$ cat config.mk
export PLATFORM = sky130hd
export DESIGN_NAME = serial_frame_receiver_crc16_flat
export DESIGN_NICKNAME = d
export VERILOG_FILES = /design/src/rtl/core/srx_pkg.sv /design/src/rtl/core/srx_if.sv /design/src/rtl/core/srx_core.sv /design/src/rtl/core/serial_frame_receiver_crc16.sv /design/src/flat_wrapper.sv
export SDC_FILE = /design/constraint.sdc
export NUM_CORES = 1
export LEC_CHECK = 0
export BUFFER_PORTS_ARGS = -buffer_cell sky130_fd_sc_hd__buf_2
export CAP_MARGIN = 20
export CORE_ASPECT_RATIO = 1.1
export CORE_MARGIN = 1.5
export CORE_UTILIZATION = 41
export DETAILED_ROUTE_END_ITERATION = 8
export GPL_TIMING_DRIVEN = 0
export PLACE_DENSITY = 0.58
export SLEW_MARGIN = 20
export SYNTH_ARGS = -nofsm -noshare
export SYNTH_HDL_FRONTEND = slang
export SYNTH_SLANG_ARGS = --single-unit
$ cat constraint.sdc
create_clock -name clk -period 7.8 [get_ports clk]
set_clock_uncertainty 0.15 [all_clocks]
set_input_delay 1.56 -clock clk [delete_from_list [all_inputs] [get_ports clk]]
set_output_delay 1.56 -clock clk [all_outputs]
set_load 0.03 [all_outputs]
$ cat src/rtl/core/srx_pkg.sv
// Shared constants, types and CRC function for the serial frame receiver.
`timescale 1ns / 1ps
`default_nettype none

package srx_pkg;

    localparam int MAX_DATA = 64;
    localparam logic [8:0] MIN_TOTAL = 9'd6;
    localparam logic [8:0] MAX_TOTAL = 9'(MAX_DATA + 9);
    localparam logic [8:0] HDR_EXTRA = 9'd3;
    localparam logic [15:0] CRC_POLY = 16'h8005;
    localparam logic [15:0] CRC_INIT = 16'h0000;

    localparam int CFG_IDX_W = 2;
    localparam logic [CFG_IDX_W-1:0] REG_START_MARKER = 2'd0;
    localparam logic [CFG_IDX_W-1:0] REG_EXP_VERSION = 2'd1;
    localparam logic [CFG_IDX_W-1:0] REG_END_MARKER = 2'd2;

    localparam logic [2:0] ST_OK = 3'd0;
    localparam logic [2:0] ST_TIMEOUT = 3'd1;
    localparam logic [2:0] ST_BAD_VERSION = 3'd2;
    localparam logic [2:0] ST_BAD_LENGTH = 3'd3;
    localparam logic [2:0] ST_BAD_END = 3'd4;
    localparam logic [2:0] ST_CRC_ERR = 3'd5;

    localparam logic CMD_BYTE = 1'b0;
    localparam logic CMD_TIMEOUT = 1'b1;

    typedef struct packed {
        logic [7:0] start_marker;
        logic [7:0] expected_version;
        logic [7:0] end_marker;
    } srx_cfg_t;

    typedef struct packed {
        logic       valid;
        logic [7:0] frame_byte;
        logic [8:0] byte_position;
        logic       frame_end;
        logic [2:0] frame_status;
    } srx_res_t;

    function automatic logic [15:0] crc_feed(input logic [15:0] crc, input logic [7:0] data);
        logic [15:0] c;
        c = crc ^ {data, 8'h00};
        for (int b = 0; b < 8; b++)
        begin
            if (c[15])
                c = {c[14:0], 1'b0} ^ CRC_POLY;
            else
                c = {c[14:0], 1'b0};
        end
        return c;
    endfunction

endpackage

`default_nettype wire

$ cat src/rtl/core/srx_if.sv
// Item channel interfaces: received events in, frame results out.
`timescale 1ns / 1ps
`default_nettype none

interface srx_item_if;
    logic       valid;
    logic       ready;
    logic       command;
    logic [7:0] rx_value;

    modport source (output valid, output command, output rx_value, input ready);
    modport sink (input valid, input command, input rx_value, output ready);
endinterface

interface srx_result_if;
    logic       valid;
    logic       ready;
    logic [7:0] frame_byte;
    logic [8:0] byte_position;
    logic       frame_end;
    logic [2:0] frame_status;

    modport source (output valid, output frame_byte, output byte_position,
                    output frame_end, output frame_status, input ready);
    modport sink (input valid, input frame_byte, input byte_position,
                  input frame_end, input frame_status, output ready);
endinterface

`default_nettype wire

$ cat src/rtl/core/srx_core.sv
// Frame parsing state and per-item result logic.
`timescale 1ns / 1ps
`default_nettype none

module srx_core
    import srx_pkg::*;
(
    input  wire logic       clk,
    input  wire logic       rst_n,
    input  wire logic       step,
    input  wire logic       command,
    input  wire logic [7:0] rx_value,
    input  wire srx_cfg_t   cfg,
    output srx_res_t        res
);

    localparam logic [1:0] PH_HUNT = 2'd0;
    localparam logic [1:0] PH_VER = 2'd1;
    localparam logic [1:0] PH_LEN = 2'd2;
    localparam logic [1:0] PH_BODY = 2'd3;

    logic [1:0]  phase_reg, phase_next;
    logic [8:0]  pos_reg, pos_next;
    logic [8:0]  total_reg, total_next;
    logic [15:0] crc_reg, crc_next;
    logic [7:0]  crc_hi_reg, crc_hi_next;
    logic        match_reg, match_next;
    logic [7:0]  ver_reg, ver_next;

    logic        fin;
    logic [8:0]  len_total;
    logic [9:0]  pos_p3;
    logic [9:0]  pos_p2;
    logic [9:0]  total_ext;

    assign len_total = {1'b0, rx_value} + HDR_EXTRA;
    assign pos_p3 = {1'b0, pos_reg} + 10'd3;
    assign pos_p2 = {1'b0, pos_reg} + 10'd2;
    assign total_ext = {1'b0, total_reg};

    always_comb
    begin
        phase_next = phase_reg;
        pos_next = pos_reg;
        total_next = total_reg;
        crc_next = crc_reg;
        crc_hi_next = crc_hi_reg;
        match_next = match_reg;
        ver_next = ver_reg;
        fin = 1'b0;
        res = '0;

        if (command == CMD_TIMEOUT)
        begin
            res.valid = 1'b1;
            res.frame_byte = 8'h00;
            res.byte_position = pos_reg;
            res.frame_end = 1'b1;
            res.frame_status = ST_TIMEOUT;
            fin = 1'b1;
        end
        else if (phase_reg == PH_HUNT)
        begin
            if (rx_value == cfg.start_marker)
            begin
                crc_next = crc_feed(CRC_INIT, rx_value);
                pos_next = 9'd1;
                phase_next = PH_VER;
                res.valid = 1'b1;
                res.frame_byte = rx_value;
                res.byte_position = 9'd0;
            end
        end
        else
        begin
            res.valid = 1'b1;
            res.frame_byte = rx_value;
            res.byte_position = pos_reg;
            unique case (phase_reg)
                PH_VER:
                begin
                    ver_next = rx_value;
                    crc_next = crc_feed(crc_reg, rx_value);
                    phase_next = PH_LEN;
                end
                PH_LEN:
                begin
                    crc_next = crc_feed(crc_reg, rx_value);
                    if (ver_reg != cfg.expected_version)
                    begin
                        fin = 1'b1;
                        res.frame_status = ST_BAD_VERSION;
                    end
                    else if (len_total > MAX_TOTAL || len_total < MIN_TOTAL)
                    begin
                        fin = 1'b1;
                        res.frame_status = ST_BAD_LENGTH;
                    end
                    else
                    begin
                        total_next = len_total;
                        phase_next = PH_BODY;
                    end
                end
                default:
                begin
                    priority if (pos_p3 < total_ext)
                        crc_next = crc_feed(crc_reg, rx_value);
                    else if (pos_p3 == total_ext)
                        crc_hi_next = rx_value;
                    else if (pos_p2 == total_ext)
                        match_next = ({crc_hi_reg, rx_value} == crc_reg);
                    else
                    begin
                        fin = 1'b1;
                        if (rx_value != cfg.end_marker)
                            res.frame_status = ST_BAD_END;
                        else if (!match_reg)
                            res.frame_status = ST_CRC_ERR;
                        else
                            res.frame_status = ST_OK;
                    end
                end
            endcase
            pos_next = pos_reg + 9'd1;
        end

        res.frame_end = fin;
        if (fin)
        begin
            phase_next = PH_HUNT;
            pos_next = '0;
            total_next = '0;
            crc_next = CRC_INIT;
            crc_hi_next = '0;
            match_next = 1'b0;
            ver_next = '0;
        end
    end

    always_ff @(posedge clk or negedge rst_n)
    begin
        if (!rst_n)
        begin
            phase_reg <= PH_HUNT;
            pos_reg <= '0;
            total_reg <= '0;
            crc_reg <= CRC_INIT;
            crc_hi_reg <= '0;
            match_reg <= 1'b0;
            ver_reg <= '0;
        end
        else if (step)
        begin
            phase_reg <= phase_next;
            pos_reg <= pos_next;
            total_reg <= total_next;
            crc_reg <= crc_next;
            crc_hi_reg <= crc_hi_next;
            match_reg <= match_next;
            ver_reg <= ver_next;
        end
    end

endmodule

`default_nettype wire

$ cat src/rtl/core/serial_frame_receiver_crc16.sv
// Top level of the serial frame receiver with CRC-16 check.
//
// item channel carries one event per item: command 0 with a received byte in
// rx_value, or command 1 for an expired response deadline. result channel
// returns zero or one item per event: the echoed frame byte, its position
// (start marker is 0), and on the last item of a frame or attempt frame_end
// with a status (ok, timeout, bad version, bad length, bad end, crc error).
// Bytes before a start marker give no result.
// An accepted event passes through the input register, then the result
// register. Throughput: one item per cycle while no result is held back; the
// CRC byte update between the two registers sets the cycle time.
// The input side keeps accepting while a result waits, as long as the
// input register can move on; when result.ready stays low, one event is
// held in the input register and item.ready drops.
// Reset clears the parser to hunting and loads the marker registers with
// start 0xAA, version 1, end 0x55. The user writes registers through
// cfg_we/cfg_index/cfg_wdata while the block is idle; not enforced.
`timescale 1ns / 1ps
`default_nettype none

module serial_frame_receiver_crc16
    import srx_pkg::*;
(
    input  wire logic                 clk,
    input  wire logic                 rst_n,
    srx_item_if.sink                  item,
    srx_result_if.source              result,
    input  wire logic                 cfg_we,
    input  wire logic [CFG_IDX_W-1:0] cfg_index,
    input  wire logic [7:0]           cfg_wdata
);

    srx_cfg_t   cfg_reg;
    logic       in_valid_reg;
    logic       in_cmd_reg;
    logic [7:0] in_byte_reg;
    srx_res_t   out_reg;
    srx_res_t   core_res;
    logic       go;

    assign go = in_valid_reg && (!out_reg.valid || result.ready);
    assign item.ready = !in_valid_reg || go;

    always_ff @(posedge clk or negedge rst_n)
    begin
        if (!rst_n)
        begin
            cfg_reg.start_marker <= 8'd170;
            cfg_reg.expected_version <= 8'd1;
            cfg_reg.end_marker <= 8'd85;
        end
        else if (cfg_we)
        begin
            unique case (cfg_index)
                REG_START_MARKER: cfg_reg.start_marker <= cfg_wdata;
                REG_EXP_VERSION:  cfg_reg.expected_version <= cfg_wdata;
                REG_END_MARKER:   cfg_reg.end_marker <= cfg_wdata;
                default:          ;
            endcase
        end
    end

    always_ff @(posedge clk or negedge rst_n)
    begin
        if (!rst_n)
            in_valid_reg <= 1'b0;
        else if (item.ready)
            in_valid_reg <= item.valid;
    end

    always_ff @(posedge clk)
    begin
        if (item.valid && item.ready)
        begin
            in_cmd_reg <= item.command;
            in_byte_reg <= item.rx_value;
        end
    end

    srx_core u_core (
        .clk      (clk),
        .rst_n    (rst_n),
        .step     (go),
        .command  (in_cmd_reg),
        .rx_value (in_byte_reg),
        .cfg      (cfg_reg),
        .res      (core_res)
    );

    always_ff @(posedge clk or negedge rst_n)
    begin
        if (!rst_n)
            out_reg <= '0;
        else if (go)
            out_reg <= core_res;
        else if (result.ready)
            out_reg.valid <= 1'b0;
    end

    assign result.valid = out_reg.valid;
    assign result.frame_byte = out_reg.frame_byte;
    assign result.byte_position = out_reg.byte_position;
    assign result.frame_end = out_reg.frame_end;
    assign result.frame_status = out_reg.frame_status;

endmodule

`default_nettype wire

$ cat src/flat_wrapper.sv
// flat-port wrapper written by rule: the top's interface ports become plain ports
module serial_frame_receiver_crc16_flat import srx_pkg::*;
  (clk, rst_n, cfg_we, cfg_index, cfg_wdata, item_valid, item_command, item_rx_value, item_ready, result_valid, result_frame_byte, result_byte_position, result_frame_end, result_frame_status, result_ready);
  srx_item_if item_i ();
  srx_result_if result_i ();
  input  wire logic clk;
  input  wire logic rst_n;
  input  wire logic cfg_we;
  input  wire logic [CFG_IDX_W-1:0] cfg_index;
  input  wire logic [7:0] cfg_wdata;
  input wire logic [$bits(item_i.valid)-1:0] item_valid;
  input wire logic [$bits(item_i.command)-1:0] item_command;
  input wire logic [$bits(item_i.rx_value)-1:0] item_rx_value;
  output wire logic [$bits(item_i.ready)-1:0] item_ready;
  output wire logic [$bits(result_i.valid)-1:0] result_valid;
  output wire logic [$bits(result_i.frame_byte)-1:0] result_frame_byte;
  output wire logic [$bits(result_i.byte_position)-1:0] result_byte_position;
  output wire logic [$bits(result_i.frame_end)-1:0] result_frame_end;
  output wire logic [$bits(result_i.frame_status)-1:0] result_frame_status;
  input wire logic [$bits(result_i.ready)-1:0] result_ready;
  assign item_i.valid = item_valid;
  assign item_i.command = item_command;
  assign item_i.rx_value = item_rx_value;
  assign item_ready = item_i.ready;
  assign result_valid = result_i.valid;
  assign result_frame_byte = result_i.frame_byte;
  assign result_byte_position = result_i.byte_position;
  assign result_frame_end = result_i.frame_end;
  assign result_frame_status = result_i.frame_status;
  assign result_i.ready = result_ready;
  serial_frame_receiver_crc16 u_core (.clk(clk), .rst_n(rst_n), .item(item_i), .result(result_i), .cfg_we(cfg_we), .cfg_index(cfg_index), .cfg_wdata(cfg_wdata));
endmodule
==> flow_summary_export.csv, run 1 <==
group,metric,value,unit
worst_setup_path,crit_path_start_kind,"register",
worst_hold_path,worstHoldEndpoint,"u_core.result.byte_position[5]",
placement,port_buffers,46,
cts,cts_resized,0,
sta,finalSetupTns,0,ns
outcome,status,"complete, no violations",
worst_hold_path,min_from,"u_core.result.byte_position[5]",
worst_setup_path,r2r_slack,3.27,ns
cts,cts_hold_buf,0,
grt,antenna_found_initial,0,
sta,maxSlewViolCount,0,
logic_synthesis,synth.distinct_cells,70,
cells_and_area,syn2layout_area_growth,12.66,%
logic_synthesis,yosysWarningCount,0,
sta,slew_headroom,46.87,%
logic_synthesis,netlist_top_cells_area,"dfrtp_1, xnor2_1, mux2_2",
cells_and_area,n_antenna_cell,0,
detailed_routing,drc,0,
worst_setup_path,crit_start,"u_core.u_core.pos_reg[1]",
floorplan,die_w,121.5,microns
sta,setup_ws,3.266,ns
sta,finalSetupViolCount,0,
cts,clock_path_buffers,2,
sta,worst_pin_slew,0.7970,ns
worst_setup_path,cp_max_fo,10,
grt,track_usage,22.52,%
placement,gp_congestion,0.8537,
logic_synthesis,synth_top_area_share,35.94,%
logic_synthesis,synth-edff-count,9,
placement,hpwl,12860,microns
detailed_routing,vias,4820,
logic_synthesis,avgSynthCellArea,10.58,sq um
detailed_routing,drt_first_pass_iters,4,
cts,numCtsBuffers,9,
floorplan,initial_utilization,42.09,%
logic_synthesis,syn_area,6336,sq um
cts,post-cts-setup-buffer-count,0,
logic_synthesis,syn_inst,599,
sta,fin_crit,4.534,ns
detailed_routing,vias_per_cell,5.611,
detailed_routing,drt_iter0_markers,243,
worst_hold_path,hold_path.class,"reg2reg",
cells_and_area,final.fill_count,1452,
pwr,ir_drop,0.0001387,V
floorplan,dieArea,16210,sq um
grt,grt_pass1_vias,4988,
detailed_routing,drtAntennaViolNets,0,
worst_setup_path,r2r_end,"u_core.u_core.crc_reg[8]",
cts,cts_tree,"yes",
worst_setup_path,end_kind,"register",
worst_setup_path,required,7.89,ns
logic_synthesis,synthArstFlopShare,91.74,%
sta,fmax,220.6,MHz
floorplan,die_h,133.4,microns
sta,hold_viol_final,0,
pwr,leakage,0.003125,uW
flow_run,cap_violations,0,
cts,htreeDepth,3,
grt,grt_first_pass_wirelength,27410,microns
logic_synthesis,seq_area_frac_synth,43.94,%
worst_setup_path,path_class,"reg2reg",
cells_and_area,nNetsFinal,707,
logic_synthesis,synthTopCellsByCount,"dfrtp_1, xnor2_1, nand2_1, mux2_2, xor2_1",
logic_synthesis,synth.most_common_cell,"dfrtp_1",
floorplan,core-area,15050,sq um
cts,cts_root_buf,"clkbuf_16",
detailed_routing,drt-total-wl,16920,microns
worst_setup_path,crit_arrival,4.63,ns
worst_hold_path,min_path_cells,2,
sta,period_share,58.13,%
logic_synthesis,ys_ff_latch,109,
cells_and_area,largest_register_ffs,24,
sta,timing.hold.ws,0.3109,ns
cells_and_area,drive_gt1_share,20.06,%
sta,rsz0062_at_grt,"no",
grt,grt_overflow,0,
floorplan,io_pins,47,
worst_setup_path,reg2regPathDepth,15,
floorplan,core.rowCount,47,
logic_synthesis,yosysTopAreaCell,"dfrtp_1",
logic_synthesis,synth_fp_nets,648,
pwr,power.total,2313,uW
cts,cts.clk_slew.worst_paths,0.08,ns
cts,clkLatencyLatePin,0.36,ns
grt,grt_max_degree,63,
pwr,power.density,324.0,nW/um^2
placement,place_worst_setup_slack,3.259,ns
detailed_routing,wl_per_cell,19.69,microns
cts,cts_sinks,109,
worst_setup_path,r2r_start,"u_core.u_core.pos_reg[1]",
logic_synthesis,synthFlopType,"dfrtp_1",
-- kinds of logic after synthesis --
kind of cell | share of synthesized area (%)
XOR/XNOR | 12.44
adder cells (fa/ha/maj) | 4.937
buffers and inverters | 3.831
multiplexers | 5.806
flip-flops | 43.94
AND/OR/NAND/NOR | 13.63
AO/OA/AOI/OAI | 15.42
-- worst max-delay path by stage --
stage	end	slack [ns]
final	u_core.u_core.crc_reg[8]	3.27
after CTS	u_core.u_core.crc_reg[8]	3.21
after floorplan	u_core.u_core.crc_reg[8]	4.07
after global routing	u_core.u_core.crc_reg[6]	3.02
after detailed placement	u_core.u_core.crc_reg[8]	3.26
after global placement	u_core.u_core.crc_reg[8]	3.24
-- layer usage --
layer / vias to the layer above / global-route usage, % / part of all wire [%]
li1: 2292 / - / -
met5: - / 0 / 0
met3: 37 / 3.339 / 3.8
met2: 110 / 37.19 / 49
met1: 2381 / 28.92 / 44
met4: 0 / 10.78 / 3.4
-- area by class of cell --
cell class              instances  area [sq um]  area share [%]
repair buffers                 48         269.0           3.769
multi-input cells             438          3321           46.52
well taps                     196         245.2           3.436
clock buffers                  11         232.7           3.260
inverters                      19         71.32          0.9991
plain buffers                  33         171.4           2.401
clock inverters                 5         43.79          0.6135
flip-flops and latches        109          2784           39.00
-- worst max-delay path, stage by stage, from the launching register on --
cell      delay [ns]
dfrtp_1         0.54
inv_1           0.23
ha_1            0.25
a21oi_1         0.26
nor2_1          0.10
and2_1          0.16
xor2_1          0.14
ha_1            0.29
and2_1          0.18
a221o_1         0.29
a211oi_1        0.55
a21bo_2         0.31
o211ai_1        0.15
nand2_2         0.23
buf_4           0.22
mux2_2          0.34
-- layout by cell type, fill, tap and decap left out, types with 3 or more instances in the layout --
master	n
a211oi_1	3
a21o_1	3
a21oi_1	12
a22o_1	19
a32o_1	10
a41o_1	4
and2_1	7
and3_1	4
buf_2	57
buf_4	3
buf_6	4
clkbuf_1	16
clkbuf_16	9
dfrtp_1	91
dfstp_2	9
edfxtp_1	9
ha_1	25
inv_1	18
mux2_2	30
mux2i_1	3
nand2_1	59
nand2b_1	7
nand3_1	15
nand3b_1	4
nand4_1	12
nor2_1	24
nor2b_1	4
nor3_1	12
nor4_1	3
o211ai_1	5
o21a_1	3
o21ai_0	14
o31a_1	4
o31ai_1	11
o32ai_1	8
xnor2_1	62
xor2_1	28
-- where the power goes --
group          internal [uW]  switching [uW]  leakage (uW)
clock network            222             220      0.000137
logic                    423             660       0.00160
registers                686             101       0.00138
-- through the flow --
step / std cells / util (%) / cell area [sq um]
floorplan: 599 / - / 6336
CTS: 859 / 47.38 / 7133
finish: 859 / 47.42 / 7138
global route: 859 / 47.42 / 7138
global placement: 841 / 45.25 / 6812
detailed placement: 843 / 45.55 / 6857
(Power assumes the default switching activity.)
==> run 2, diff against run 1 <==
==> constraint.sdc (replaced) <==
create_clock -name clk -period 4.5 [get_ports clk]
set_clock_uncertainty 0.15 [all_clocks]
set_input_delay 0.9 -clock clk [delete_from_list [all_inputs] [get_ports clk]]
set_output_delay 0.9 -clock clk [all_outputs]
set_load 0.03 [all_outputs]
==> flow_summary_export.csv, run 2 (synthesis results as in run 1) <==
group,metric,value,unit
detailed_routing,vias,4838,
sta,fmax,236.7,MHz
floorplan,dieArea,16210,sq um
floorplan,die_w,121.5,microns
sta,slew_headroom,46.09,%
detailed_routing,drt-total-wl,16950,microns
grt,antenna_found_initial,0,
worst_setup_path,cp_cell_sequence,"inv_1 > ha_1 > a21oi_1 > nor2_1 > and2_1 > xor2_1 > ha_1 > and2_1 > a221o_1 > a211oi_2 > a21bo_2 > o211ai_1 > nand2_2 > buf_4 > mux2_2",
placement,dpl.cell_count,843,
floorplan,io_pins,47,
cts,cts.clk_slew.worst_paths,0.08,ns
placement,port_buffers,46,
worst_setup_path,r2r_end,"u_core.u_core.crc_reg[8]",
sta,worst_pin_slew,0.8087,ns
sta,finalSetupTns,0,ns
grt,grt_overflow,0,
worst_setup_path,required,4.59,ns
worst_setup_path,path_class,"reg2reg",
placement,gp_congestion,0.8537,
cts,htreeDepth,3,
floorplan,core.rowCount,47,
cts,clock_path_buffers,2,
pwr,power.total,4013,uW
worst_hold_path,hold_path.class,"in2async",
pwr,leakage,0.003124,uW
grt,track_usage,22.53,%
cells_and_area,largest_register_ffs,24,
worst_setup_path,end_kind,"register",
cells_and_area,final_cells,859,
cts,clkLatencyLatePin,0.36,ns
sta,finalSetupViolCount,0,
grt,grt_max_degree,63,
flow_run,cap_violations,0,
detailed_routing,drt_iter0_markers,241,
sta,period_share,93.87,%
sta,hold_viol_final,0,
cts,cts_sinks,109,
grt,grt-busiest-layer,"met2",
cells_and_area,syn2layout_area_growth,12.76,%
worst_setup_path,reg2regPathDepth,15,
cells_and_area,nNetsFinal,707,
cells_and_area,n_antenna_cell,0,
cts,numCtsBuffers,9,
worst_setup_path,r2r_start,"u_core.u_core.pos_reg[1]",
worst_setup_path,cp_max_fo,10,
sta,maxSlewViolCount,0,
placement,placed_area,6857,sq um
grt,grt_use_met1,28.94,%
cells_and_area,final.fill_count,1450,
detailed_routing,drc,0,
cts,cts_tree,"yes",
placement,hpwl,12860,microns
floorplan,initial_utilization,42.09,%
grt,grt_pass1_vias,4988,
sta,fin_crit,4.224,ns
cts,cts_root_buf,"clkbuf_16",
worst_setup_path,crit_arrival,4.32,ns
cells_and_area,drive_gt1_share,20.36,%
pwr,power.density,561.7,nW/um^2
sta,rsz0062_at_grt,"no",
cells_and_area,final_common_cell,"dfrtp_1",
cells_and_area,fin_util,47.46,%
worst_setup_path,r2r_slack,0.28,ns
floorplan,core-area,15050,sq um
detailed_routing,drt_first_pass_iters,4,
worst_setup_path,slowest_stage,"dfrtp_2",
outcome,status,"complete, no violations",
cells_and_area,final_area,7144,sq um
grt,met3_usage,3.339,%
worst_setup_path,crit_path_start_kind,"register",
grt,grt_first_pass_wirelength,27420,microns
detailed_routing,wl_per_cell,19.73,microns
detailed_routing,vias_per_cell,5.632,
floorplan,die_h,133.4,microns
grt,use_met2,37.19,%
worst_setup_path,critPathMaxStageDelay,0.47,ns
detailed_routing,drtAntennaViolNets,0,
cells_and_area,mostFrequentLayoutCells,"dfrtp_1, xnor2_1, nand2_1",
pwr,ir_drop,0.0002411,V
## run 2: worst max-delay path: cells and delay by family, from the launching register on
family / cells / cell delay, ns
AO/OA/AOI/OAI: 5 / 1.38
AND/OR/NAND/NOR: 4 / 0.67
adder cells (fa/ha/maj): 2 / 0.53
flip-flops: 1 / 0.47
buffers and inverters: 2 / 0.41
multiplexers: 1 / 0.35
XOR/XNOR: 1 / 0.14
## run 2: timing repair
| action | in CTS | in global routing |
|---|---|---|
| hold buffers | 0 | 0 |
| cloned | 0 | 0 |
| pin swaps | 0 | 0 |
| hold endpoints to repair | 0 | 0 |
| setup endpoints to repair | 8 | 8 |
| resized for setup | 1 | 1 |
| setup buffers | 0 | 0 |
## run 2: worst max path at each step
| stage | start | to | slack [ns] | cells after the start |
|---|---|---|---|---|
| floorplan | u_core.u_core.pos_reg[1] | u_core.u_core.crc_reg[8] | 0.77 | 15 |
| global placement | u_core.u_core.pos_reg[1] | u_core.u_core.crc_reg[8] | -0.06 | 15 |
| CTS | u_core.u_core.pos_reg[1] | u_core.u_core.crc_reg[8] | 0.13 | 15 |
| global route | u_core.u_core.pos_reg[1] | u_core.u_core.crc_reg[6] | 0.08 | 15 |
| finish | u_core.u_core.pos_reg[1] | u_core.u_core.crc_reg[8] | 0.28 | 15 |
| detailed placement | u_core.u_core.pos_reg[1] | u_core.u_core.crc_reg[8] | -0.04 | 15 |
## run 2: power breakdown
part / leakage, uW / total (uW) / internal, uW / switching, uW
logic: 0.00160 / 1880 / 734 / 1150
clock network: 0.000137 / 767 / 386 / 382
registers: 0.00138 / 1370 / 1190 / 175
total: 0.00312 / 4010 / 2310 / 1700
## run 2: area by class of cell
cell class                      count  area (sq um)  share of cell area (%)
Tap cell                          196         245.2                   3.433
Clock inverter                      5         43.79                  0.6130
Clock buffer                       11         232.7                   3.257
Timing Repair Buffer               48         269.0                   3.765
Buffer                             33         171.4                   2.399
Multi-Input combinational cell    438          3326                   46.55
Sequential cell                   109          2785                   38.98
Inverter                           19         71.32                  0.9982
## run 2: through the flow
step           hold slack [ns]  setup WS (ns)
5_1_grt                 0.3085        0.07995
6_report                0.2849         0.2758
3_3_place_gp            0.2975       -0.05797
4_1_cts                 0.2970         0.1269
2_1_floorplan           0.3362         0.7713
3_5_place_dp            0.2999       -0.04120
## run 2: layer usage
layer	vias up	share of wire (%)
met5	-	0
met4	0	3.4
met2	105	49
met1	2407	44
li1	2291	-
met3	35	3.9
==> run 3, diff against run 2 <==
==> constraint.sdc (replaced) <==
create_clock -name clk -period 4.5 [get_ports clk]
set_clock_uncertainty 0.15 [all_clocks]
set_input_delay 0.225 -clock clk [delete_from_list [all_inputs] [get_ports clk]]
set_output_delay 0.225 -clock clk [all_outputs]
set_load 0.03 [all_outputs]
==> flow_summary_export.csv, run 3 (synthesis results as in run 1) <==
group,metric,value,unit
outcome,status,"complete, no violations",
placement,place_worst_setup_slack,-0.04120,ns
detailed_routing,drc,0,
worst_setup_path,reg2regPathDepth,15,
detailed_routing,drt-total-wl,17220,microns
detailed_routing,drt_first_pass_iters,4,
grt,grt_use_met1,29.12,%
grt,met3_usage,3.339,%
worst_setup_path,crit_arrival,4.31,ns
detailed_routing,drtAntennaViolNets,0,
worst_setup_path,slowest_stage,"dfrtp_2",
grt,antenna_found_initial,0,
worst_setup_path,r2r_start,"u_core.u_core.pos_reg[1]",
grt,use_met2,38.07,%
cells_and_area,final_common_cell,"dfrtp_1",
worst_setup_path,r2r_slack,0.28,ns
cells_and_area,syn2layout_area_growth,15.76,%
worst_setup_path,crit_path_start_kind,"register",
detailed_routing,wl_per_cell,19.61,microns
pwr,pwr-share-seq,33.9,%
cts,clock_path_buffers,2,
worst_setup_path,cp_num_buf_inv,2,
worst_hold_path,min_from,"result_ready",
worst_setup_path,r2r_end,"u_core.u_core.crc_reg[8]",
floorplan,core.rowCount,47,
worst_hold_path,hold_path.class,"in2reg",
placement,port_buffers,46,
floorplan,die_w,121.5,microns
grt,grt_max_degree,63,
worst_setup_path,path_class,"reg2reg",
sta,slew_headroom,45.18,%
placement,hpwl,12860,microns
cells_and_area,drive_gt1_share,19.79,%
flow_run,cap_violations,0,
worst_setup_path,end_kind,"register",
cells_and_area,nNetsFinal,726,
cts,cts_root_buf,"clkbuf_16",
pwr,swShare,42.36,%
sta,maxSlewViolCount,0,
grt,grt-busiest-layer,"met2",
cells_and_area,fin_util,48.72,%
cts,cts_sinks,109,
pwr,p_comb_share,46.9,%
pwr,ir_drop,0.0002420,V
cts,cts.clk_slew.worst_paths,0.08,ns
pwr,clock_power_share,19.2,%
pwr,p_int,2321,uW
pwr,power.density,549.0,nW/um^2
grt,grt_pass1_vias,5093,
grt,grt_overflow,0,
cts,post-cts-setup-buffer-count,0,
sta,setup_ws,0.2774,ns
sta,hold_viol_final,0,
sta,fmax,236.8,MHz
floorplan,core-area,15050,sq um
floorplan,initial_utilization,42.09,%
cts,clkLatencyLatePin,0.37,ns
floorplan,die_h,133.4,microns
placement,gp_congestion,0.8537,
grt,track_usage,22.84,%
cts,htreeDepth,3,
worst_setup_path,critPathMaxStageDelay,0.47,ns
cts,cts_tree,"yes",
sta,fin_crit,4.223,ns
sta,worst_pin_slew,0.8223,ns
cells_and_area,mostFrequentLayoutCells,"dfrtp_1, xnor2_1, nand2_1",
grt,grt_first_pass_wirelength,27810,microns
worst_hold_path,min_path_cells,3,
pwr,power.total,4027,uW
detailed_routing,vias,4952,
cts,numCtsBuffers,9,
sta,finalSetupTns,0,ns
cells_and_area,final_cells,878,
placement,dpl.cell_count,843,
sta,finalSetupViolCount,0,
worst_setup_path,required,4.59,ns
pwr,leakage,0.003203,uW
floorplan,dieArea,16210,sq um
pwr,p_switching,1706,uW
cells_and_area,largest_register_ffs,24,
worst_setup_path,cp.depth,15,
floorplan,io_pins,47,
sta,rsz0062_at_grt,"no",
worst_hold_path,worstHoldEndpoint,"u_core.result.valid",
worst_setup_path,cp_cell_sequence,"inv_1 > ha_1 > a21oi_1 > nor2_1 > and2_1 > xor2_1 > ha_1 > and2_1 > a221o_1 > a211oi_2 > a21bo_2 > o211ai_1 > nand2_2 > buf_4 > mux2_2",
detailed_routing,drt_iter0_markers,279,
worst_setup_path,cp_max_fo,10,
detailed_routing,vias_per_cell,5.640,
cells_and_area,n_antenna_cell,0,
sta,period_share,93.84,%
worst_setup_path,critPathTopFamily,"compound AO/OA/AOI/OAI gates",
cells_and_area,final.fill_count,1428,
## run 3: cell types whose count changed in the layout (fill, tap and decap cells not counted)
| cell | delta |
|---|---|
| dlygate4sd3_1 | +19 |
## run 3: power by group through the flow
stage	sequential, uW	clock (uW)	combinational, uW
CTS	1360	794	1890
global placement	1370	0	1830
detailed placement	1380	0	1860
finish	1370	772	1890
global route	1390	831	2070
floorplan	1420	0	1310
## run 3: metrics by stage
stage / hold WS (ns) / instance area, sq um
after CTS: 0.01423 / 7328
after global routing: 0.06496 / 7335
after floorplan: -0.2206 / 6336
after detailed placement: 0.01753 / 6857
final: 0.03253 / 7335
after global placement: 0.2530 / 6812
## run 3: final cells by class
class	instances	area (sq um)	share of cell area (%)
clock buffers	11	232.7	3.173
multi-input cells	438	3326	45.34
inverters	19	71.32	0.9724
clock inverters	5	43.79	0.5971
repair buffers	67	459.2	6.261
plain buffers	33	171.4	2.337
flip-flops and latches	109	2785	37.97
well taps	196	245.2	3.344
## run 3: metal layers
| metal | routed length [microns] | share of wire, % |
|---|---|---|
| met4 | 581 | 3.4 |
| met2 | 8408 | 49 |
| met3 | 619 | 3.6 |
| met5 | 0 | 0 |
| met1 | 7605 | 44 |
## run 3: worst reg2reg max path, stage by stage (launching register included)
cell and delay (ns):
dfrtp_2 0.47, inv_1 0.19, ha_1 0.24, a21oi_1 0.26, nor2_1 0.10, and2_1 0.16, xor2_1 0.14, ha_1 0.29
and2_1 0.18, a221o_1 0.30, a211oi_2 0.39, a21bo_2 0.28, o211ai_1 0.15, nand2_2 0.24, buf_4 0.23, mux2_2 0.35
## run 3: worst max path at each step
stage	end	slack (ns)	startpoint
6_report	u_core.u_core.crc_reg[8]	0.28	u_core.u_core.pos_reg[1]
3_3_place_gp	u_core.u_core.crc_reg[8]	-0.06	u_core.u_core.pos_reg[1]
5_1_grt	u_core.u_core.crc_reg[6]	0.08	u_core.u_core.pos_reg[1]
4_1_cts	u_core.u_core.crc_reg[8]	0.13	u_core.u_core.pos_reg[1]
2_1_floorplan	u_core.u_core.crc_reg[8]	0.77	u_core.u_core.pos_reg[1]
3_5_place_dp	u_core.u_core.crc_reg[8]	-0.04	u_core.u_core.pos_reg[1]
## run 3: repair_timing
| action | in CTS | in global routing |
|---|---|---|
| hold buffers | 19 | 0 |
| hold endpoints to repair | 69 | 0 |
| resized for setup | 1 | 1 |
| setup endpoints to repair | 8 | 8 |
